<file path="config.mk">
export PLATFORM = sky130hd
export DESIGN_NAME = fifo_queue_with_sorted_insert
export DESIGN_NICKNAME = d
export VERILOG_FILES = /design/src/fqsi_pkg.sv /design/src/fqsi_ctrl.sv /design/src/fqsi_datapath.sv /design/src/fifo_queue_with_sorted_insert.sv
export VERILOG_INCLUDE_DIRS = /design/src /design/src/src
export SDC_FILE = /design/constraint.sdc
export NUM_CORES = 2
export LEC_CHECK = 0
export BUFFER_PORTS_ARGS = -buffer_cell sky130_fd_sc_hd__buf_4
export CAP_MARGIN = 20
export CORE_ASPECT_RATIO = 2
export CORE_MARGIN = 3
export CORE_UTILIZATION = 47
export DETAILED_ROUTE_END_ITERATION = 6
export GPL_TIMING_DRIVEN = 0
export SLEW_MARGIN = 20
export SYNTH_ARGS = -nofsm -noshare
export SYNTH_HDL_FRONTEND = slang
export SYNTH_SLANG_ARGS = --single-unit
</file>
<file path="constraint.sdc">
create_clock -name aclk -period 14.35 [get_ports aclk]
set_input_delay 0.7175 -clock aclk [delete_from_list [all_inputs] [get_ports aclk]]
set_output_delay 0.7175 -clock aclk [all_outputs]
set_load 0.02 [all_outputs]
</file>
<file path="src/fifo_queue_with_sorted_insert_defines.svh">
// Assertion macros shared by the queue RTL.
// No dependencies; included by the modules that carry assertions.
`ifndef FIFO_QUEUE_WITH_SORTED_INSERT_DEFINES_SVH
`define FIFO_QUEUE_WITH_SORTED_INSERT_DEFINES_SVH

// Same-cycle implication, checked outside reset.
`define FQSI_ASSERT_IMPL(label, clk, rstn, ante, cons, msg) \
    label: assert property (@(posedge clk) disable iff (!(rstn)) (ante) |-> (cons)) \
        else $error(msg);

// Next-cycle implication, checked outside reset.
`define FQSI_ASSERT_NEXT(label, clk, rstn, ante, cons, msg) \
    label: assert property (@(posedge clk) disable iff (!(rstn)) (ante) |=> (cons)) \
        else $error(msg);

`endif

</file>
<file path="src/fqsi_pkg.sv">
// Shared types, constants and helpers for the sorted-insert queue.
// No dependencies; imported by every module of the block.
`timescale 1ns / 1ps

package fqsi_pkg;

    localparam int DEPTH = 16;
    localparam int CNT_W = $clog2(DEPTH + 1);
    localparam int VAL_W = 32;
    localparam int CNT_FIELD_W = 5;

    typedef enum logic [1:0] {
        ACT_ENQ = 2'd0,
        ACT_DEQ = 2'd1,
        ACT_CLR = 2'd2,
        ACT_INS = 2'd3
    } action_t;

    typedef enum logic [1:0] {
        STAT_OK    = 2'd0,
        STAT_FULL  = 2'd1,
        STAT_EMPTY = 2'd2
    } status_t;

    typedef enum logic {
        CS_IDLE = 1'b0,
        CS_HOLD = 1'b1
    } ctrl_state_t;

    // Command from the controller to the datapath.
    typedef struct packed {
        logic exec;
    } dp_cmd_t;

    // Reported count is the fill level modulo 32.
    function automatic logic [CNT_FIELD_W-1:0] count_field(input logic [CNT_W-1:0] c);
        logic [CNT_W+CNT_FIELD_W-1:0] wide;
        wide = {{CNT_FIELD_W{1'b0}}, c};
        return wide[CNT_FIELD_W-1:0];
    endfunction

endpackage

</file>
<file path="src/fqsi_ctrl.sv">
// Handshake controller: tracks whether the result register holds a word.
// Depends on fqsi_pkg.
`timescale 1ns / 1ps

module fqsi_ctrl import fqsi_pkg::*; (
    input  logic    aclk,
    input  logic    aresetn,
    input  logic    s_tvalid,
    output logic    s_tready,
    output logic    m_tvalid,
    input  logic    m_tready,
    output dp_cmd_t cmd
);

    ctrl_state_t state_reg;
    ctrl_state_t state_next;

    always_ff @(posedge aclk) begin
        if (!aresetn) begin
            state_reg <= CS_IDLE;
        end else begin
            state_reg <= state_next;
        end
    end

    always_comb begin
        s_tready   = 1'b0;
        m_tvalid   = 1'b0;
        cmd.exec   = 1'b0;
        state_next = state_reg;
        case (state_reg)
            CS_IDLE: begin
                s_tready = 1'b1;
                cmd.exec = s_tvalid;
                if (s_tvalid) begin
                    state_next = CS_HOLD;
                end
            end
            CS_HOLD: begin
                // A new word may replace the result in the cycle it is taken.
                m_tvalid = 1'b1;
                s_tready = m_tready;
                cmd.exec = s_tvalid && m_tready;
                if (m_tready && !s_tvalid) begin
                    state_next = CS_IDLE;
                end
            end
            default: begin
                state_next = CS_IDLE;
            end
        endcase
    end

endmodule

</file>
<file path="src/fqsi_datapath.sv">
// Queue datapath: a chain of entry cells, the fill count and the result register.
// Depends on fqsi_pkg and the assertion macro header.
`timescale 1ns / 1ps
`include "fifo_queue_with_sorted_insert_defines.svh"

module fqsi_datapath import fqsi_pkg::*; (
    input  logic                   aclk,
    input  logic                   aresetn,
    input  dp_cmd_t                cmd,
    input  action_t                action,
    input  logic signed [VAL_W-1:0] value,
    output logic signed [VAL_W-1:0] popped_value,
    output logic                   popped_valid,
    output status_t                status,
    output logic [CNT_FIELD_W-1:0] count
);

    logic signed [VAL_W-1:0] cells_reg [DEPTH];
    logic signed [VAL_W-1:0] cells_next [DEPTH];
    logic [CNT_W-1:0]        count_reg;
    logic [CNT_W-1:0]        count_next;
    logic signed [VAL_W-1:0] pop_value_reg;
    logic signed [VAL_W-1:0] pop_value_next;
    logic                    pop_valid_reg;
    logic                    pop_valid_next;
    status_t                 status_reg;
    status_t                 status_next;

    logic             full;
    logic             empty;
    logic [DEPTH-1:0] ge;
    logic [DEPTH-1:0] at_or_after;

    assign full  = (count_reg == CNT_W'(DEPTH));
    assign empty = (count_reg == '0);

    // A cell past the fill level counts as "not less", so an insert with no
    // entry greater than or equal to it lands at the tail.
    always_comb begin
        for (int i = 0; i < DEPTH; i++) begin
            ge[i] = (CNT_W'(i) >= count_reg) || (cells_reg[i] >= value);
        end
        for (int i = 0; i < DEPTH; i++) begin
            at_or_after[i] = 1'b0;
            for (int j = 0; j <= i; j++) begin
                at_or_after[i] = at_or_after[i] | ge[j];
            end
        end
    end

    always_comb begin
        for (int i = 0; i < DEPTH; i++) begin
            cells_next[i] = cells_reg[i];
        end
        count_next     = count_reg;
        pop_value_next = pop_value_reg;
        pop_valid_next = pop_valid_reg;
        status_next    = status_reg;
        if (cmd.exec) begin
            pop_value_next = '0;
            pop_valid_next = 1'b0;
            status_next    = STAT_OK;
            case (action)
                ACT_ENQ: begin
                    if (full) begin
                        status_next = STAT_FULL;
                    end else begin
                        for (int i = 0; i < DEPTH; i++) begin
                            if (CNT_W'(i) == count_reg) begin
                                cells_next[i] = value;
                            end
                        end
                        count_next = count_reg + 1'b1;
                    end
                end
                ACT_DEQ: begin
                    if (empty) begin
                        status_next = STAT_EMPTY;
                    end else begin
                        pop_value_next = cells_reg[0];
                        pop_valid_next = 1'b1;
                        for (int i = 0; i < DEPTH - 1; i++) begin
                            cells_next[i] = cells_reg[i+1];
                        end
                        count_next = count_reg - 1'b1;
                    end
                end
                ACT_CLR: begin
                    count_next = '0;
                end
                ACT_INS: begin
                    if (full) begin
                        status_next = STAT_FULL;
                    end else begin
                        if (at_or_after[0]) begin
                            cells_next[0] = value;
                        end
                        for (int i = 1; i < DEPTH; i++) begin
                            if (at_or_after[i] && !at_or_after[i-1]) begin
                                cells_next[i] = value;
                            end else if (at_or_after[i]) begin
                                cells_next[i] = cells_reg[i-1];
                            end
                        end
                        count_next = count_reg + 1'b1;
                    end
                end
                default: begin
                    status_next = STAT_OK;
                end
            endcase
        end
    end

    always_ff @(posedge aclk) begin
        if (!aresetn) begin
            count_reg <= '0;
        end else begin
            count_reg <= count_next;
        end
    end

    always_ff @(posedge aclk) begin
        for (int i = 0; i < DEPTH; i++) begin
            cells_reg[i] <= cells_next[i];
        end
        pop_value_reg <= pop_value_next;
        pop_valid_reg <= pop_valid_next;
        status_reg    <= status_next;
    end

    assign popped_value = pop_value_reg;
    assign popped_valid = pop_valid_reg;
    assign status       = status_reg;
    assign count        = count_field(count_reg);

    `FQSI_ASSERT_IMPL(a_count_bound, aclk, aresetn, 1'b1, count_reg <= CNT_W'(DEPTH),
        "fill count exceeds depth")
    `FQSI_ASSERT_NEXT(a_clear_empties, aclk, aresetn, cmd.exec && action == ACT_CLR,
        count_reg == '0 && status_reg == STAT_OK, "clear did not empty the queue")
    `FQSI_ASSERT_NEXT(a_full_drop, aclk, aresetn,
        cmd.exec && full && (action == ACT_ENQ || action == ACT_INS),
        status_reg == STAT_FULL && $stable(count_reg), "write into full queue changed it")
    `FQSI_ASSERT_NEXT(a_pop_count, aclk, aresetn, cmd.exec && action == ACT_DEQ && !empty,
        pop_valid_reg && count_reg == $past(count_reg) - 1'b1, "dequeue count mismatch")

endmodule

</file>
<file path="src/fifo_queue_with_sorted_insert.sv">
// Top level of the sorted-insert queue: controller plus datapath.
// Depends on fqsi_pkg, fqsi_ctrl and fqsi_datapath.
//
// Usage:
//   Input channel (s_): one word per action. s_tuser carries the action
//   (enqueue, dequeue, clear, sorted insert), s_tdata the signed value.
//   Result channel (m_): exactly one word per accepted action, in order,
//   with the dequeued value, a valid flag, a status code and the count.
//   Latency: the result is valid the cycle after the action is accepted.
//   Throughput: one action per cycle while no result is stalled; each action,
//   including a sorted insert, compares and shifts every entry cell combinationally.
//   The result register frees itself in the cycle its word is taken, so
//   s_tready follows m_tready while a result is pending.
//   Reset (aresetn low, synchronous) empties the queue and drops any
//   pending result; entry contents are not cleared.
//   If the receiver stalls, the result word holds and no new action is
//   accepted until it is taken.
`timescale 1ns / 1ps

module fifo_queue_with_sorted_insert import fqsi_pkg::*; (
    input  logic        aclk,
    input  logic        aresetn,
    input  logic        s_tvalid,
    output logic        s_tready,
    input  logic [31:0] s_tdata,  // [31:0] value
    input  logic [1:0]  s_tuser,  // [1:0] action
    output logic        m_tvalid,
    input  logic        m_tready,
    output logic [39:0] m_tdata,  // [31:0] popped_value, [36:32] count, [39:37] zero
    output logic [2:0]  m_tuser   // [0] popped_valid, [2:1] status
);

    dp_cmd_t                  cmd;
    logic signed [VAL_W-1:0]  popped_value;
    logic                     popped_valid;
    status_t                  status;
    logic [CNT_FIELD_W-1:0]   count;

    fqsi_ctrl u_ctrl (
        .aclk     (aclk),
        .aresetn  (aresetn),
        .s_tvalid (s_tvalid),
        .s_tready (s_tready),
        .m_tvalid (m_tvalid),
        .m_tready (m_tready),
        .cmd      (cmd)
    );

    fqsi_datapath u_datapath (
        .aclk         (aclk),
        .aresetn      (aresetn),
        .cmd          (cmd),
        .action       (action_t'(s_tuser)),
        .value        ($signed(s_tdata)),
        .popped_value (popped_value),
        .popped_valid (popped_valid),
        .status       (status),
        .count        (count)
    );

    assign m_tdata = {3'b000, count, popped_value};
    assign m_tuser = {status, popped_valid};

endmodule
</file>
==> flow_summary_export.csv <==
group,metric,value,unit
grt,grt_pass1_wl,252000,µm
route,first_pass_iters,7,
hold_path,min_to,"u_ctrl.state_reg",
setup_path,cp_max_fo,17,
logic_synthesis,yosys.cell_types.count,69,
logic_synthesis,postSynthCellCount,4030,
logic_synthesis,yosysMostFrequentCell,"a21oi_1",
setup_path,r2r_cells,12,
setup_path,start_kind,"input port",
pwr,pwr-share-seq,0.449,
sta,fin_skew,0.0321,ns
placement,place_congestion,1.03,
logic_synthesis,synth-seq-area-share,0.414,
logic_synthesis,yosys-top-cells-area,"edfxtp_1, ha_1, a21oi_1",
pwr,internal-power,0.00308,W
grt,antenna_found_initial,5,
logic_synthesis,ys_seq_elements,553,
sta,maxSlewHeadroom,0.110,
pwr,p_sw_frac,0.328,
route,vias,36530,
sta,final.period_utilization,0.466,
floorplanning,initial_utilization,0.477,
hold_path,worstHoldPathType,"input port to flop",
sta,fin_crit,6.69,ns
setup_path,crit_type,"input port to flop",
logic_synthesis,synth_edf_count,547,
grt,grt_overflow,0,
clock_network,clock_sinks,553,
clock_network,cts_buffers,56,
setup_path,cp_data_arrival_time,7.10,ns
sta,worstMarginPinSlew,1.33,ns
pwr,vdd_drop_max,88.9,µV
setup_path,crit_chain,"buf_4 -> inv_1 -> ha_1 -> nand2_1 -> nor3_1 -> nand4_1 -> a211oi_1 -> nor3_1 -> mux2i_1 -> nand2_1 -> or3_1 -> o41a_1 -> buf_1 -> mux2_2",
placement,port_buffers,79,
logic_synthesis,synth.largest_area_cell,"edfxtp_1",
cells_and_area,drive_above_1_share,0.0731,
grt,grt_pass1_vias,36751,
sta,hold_slack,0.291,ns
hold_path,min_path_cells,3,
route,drt_iter0_drc,3634,
sta,maxSlewViolCount,0,
logic_synthesis,yosysWarnings,0,
floorplanning,dieArea,88800,µm²
sta,setup_violations,0,
floorplanning,rows,150,
route,viasPerCell,6.86,
setup_path,endpoint_kind,"flop",
floorplanning,core,83900,µm²
setup_path,r2r-end,"u_datapath.cells_reg[3][114]",
cells_and_area,fin_nets,4769,
grt,grt_max_degree,21,
cells_and_area,area_growth,11.1,%
hold_path,hold_start,"s_tvalid",
clock_network,root_buffer,"clkbuf_16",
job,drv_cap,0,
floorplanning,ios,83,
logic_synthesis,synth_ff_type,"edfxtp_1",
clock_network,cts_tree,"done",
clock_network,htreeDepth,2,
cells_and_area,fin_util,0.530,
sta,rsz0062_at_grt,"false",
route,wl_per_cell,33.9,µm
pwr,leakage,16.4,nW
clock_network,cts_setup_buffers,0,
setup_path,r2r_start,"u_datapath.cells_reg[3][44]",
pwr,p_sw,0.00150,W
clock_network,clkSlewWorstSetupHoldPaths,0.07,ns
clock_network,clk_latency,0.68,ns
route,ant_nets,0,
sta,finalHoldViolCount,0,
setup_path,reg2reg_slack,8.13,ns
logic_synthesis,syn_area,40000,µm²
sta,fin_tns_setup,0,ns
pwr,combPwrFrac,0.220,
placement,dp_hpwl,151000,µm
clock_network,cts_hold_buf,0,
grt,grt_usage,0.400,
floorplanning,die_w,212,µm
route,routed_wl,181000,µm
sta,max_freq,149,MHz
pwr,power.density,103,nW/µm²
clock_network,cts_resized,0,
floorplanning,die_h,418,µm
setup_path,slowest_stage,"nor3_1",
cells_and_area,largest_reg_flops,512,
clock_network,clock_path_buffers,3,
setup_path,cp.required,14.76,ns
pwr,pwr-share-clk,0.331,
logic_synthesis,synthTopCellsByCount,"a21oi_1, edfxtp_1, ha_1, nand3_1, o211ai_1",
route,drc,0,
logic_synthesis,syn_area_per_cell,9.92,µm²
setup_path,cp_slowest_stage_delay,0.96,ns
logic_synthesis,synth_top_area_share,0.411,
outcome,outcome,"finished, final reports clean",
logic_synthesis,async_reset_ff_frac,0,
## area by class of cell
type	instances	area, µm²
antenna	3	7.51
buffer	292	1190
clock buffer	70	1480
clock inverter	34	260
fill	7877	39500
inverter	104	390
multi-input combinational	3083	22200
sequential	553	16500
tap	1064	1330
timing repair buffer	120	1050
## metal layers
metal	part of all wire	wire length, µm	GRT usage
met5	0	0	0
met1	0.33	59800	0.418
met4	0.14	24700	0.435
met3	0.059	10700	0.0444
met2	0.47	85400	0.663
## worst max-delay path: cells and delay by family
family | cells | cell delay, ns
simple gates | 6 | 2.31
buf+inv | 3 | 1.42
fa+ha+maj | 1 | 0.31
mux | 2 | 0.92
compound gates | 2 | 1.39
## cells by family after synthesis
group	synth area share
fa+ha+maj	0.163
mux	0.0288
compound gates	0.196
flops	0.414
other cells	0.0000938
buf+inv	0.0394
simple gates	0.159
## worst max-delay path by stage
stage	end	from	slack (ns)	depth (start not counted)
final	u_datapath.cells_reg[3][114]	s_tdata[15]	7.66	14
after global routing	u_datapath.cells_reg[3][81]	s_tdata[15]	7.89	14
after CTS	u_datapath.cells_reg[3][112]	s_tdata[15]	7.81	14
after detailed placement	u_datapath.cells_reg[3][112]	s_tdata[15]	7.10	14
after global placement	u_datapath.cells_reg[1][113]	s_tdata[23]	3.80	11
after floorplan	u_datapath.cells_reg[3][64]	s_tdata[14]	8.19	13
## power groups by stage
| stage | combinational [W] | clock (W) | sequential (W) |
|---|---|---|---|
| 2_1_floorplan | 0.000595 | 0 | 0.00205 |
| 3_3_place_gp | 0.000936 | 0 | 0.00210 |
| 3_5_place_dp | 0.000986 | 0 | 0.00208 |
| 4_1_cts | 0.000990 | 0.00151 | 0.00205 |
| 5_1_grt | 0.00109 | 0.00156 | 0.00206 |
| 6_report | 0.00101 | 0.00152 | 0.00206 |
## per-stage QoR
stage	power (W)	area, µm²	setup WS, ns	instances
global route	0.00472	44400	7.89	5320
detailed placement	0.00307	42700	7.10	5216
CTS	0.00455	44400	7.81	5320
finish	0.00458	44400	7.66	5323
floorplan	0.00264	40000	8.19	4032
global placement	0.00303	41900	3.80	5175
## cells in the final DEF, fill, tap and decap left out, types with 78 or more instances in the layout
| cell type | Yosys | layout |
|---|---|---|
| a21oi_1 | 594 | 594 |
| edfxtp_1 | 547 | 547 |
| ha_1 | 521 | 521 |
| nand3_1 | 509 | 509 |
| o211ai_1 | 224 | 224 |
| clkbuf_1 | 213 | 220 |
| nand2_1 | 165 | 165 |
| o21ai_0 | 157 | 157 |
| nand3b_1 | 122 | 122 |
| inv_1 | 104 | 104 |
| buf_4 | 6 | 95 |
| nand4_1 | 82 | 82 |
| mux2i_1 | 78 | 78 |
No activity file was read; power rests on OpenSTA's default activity.
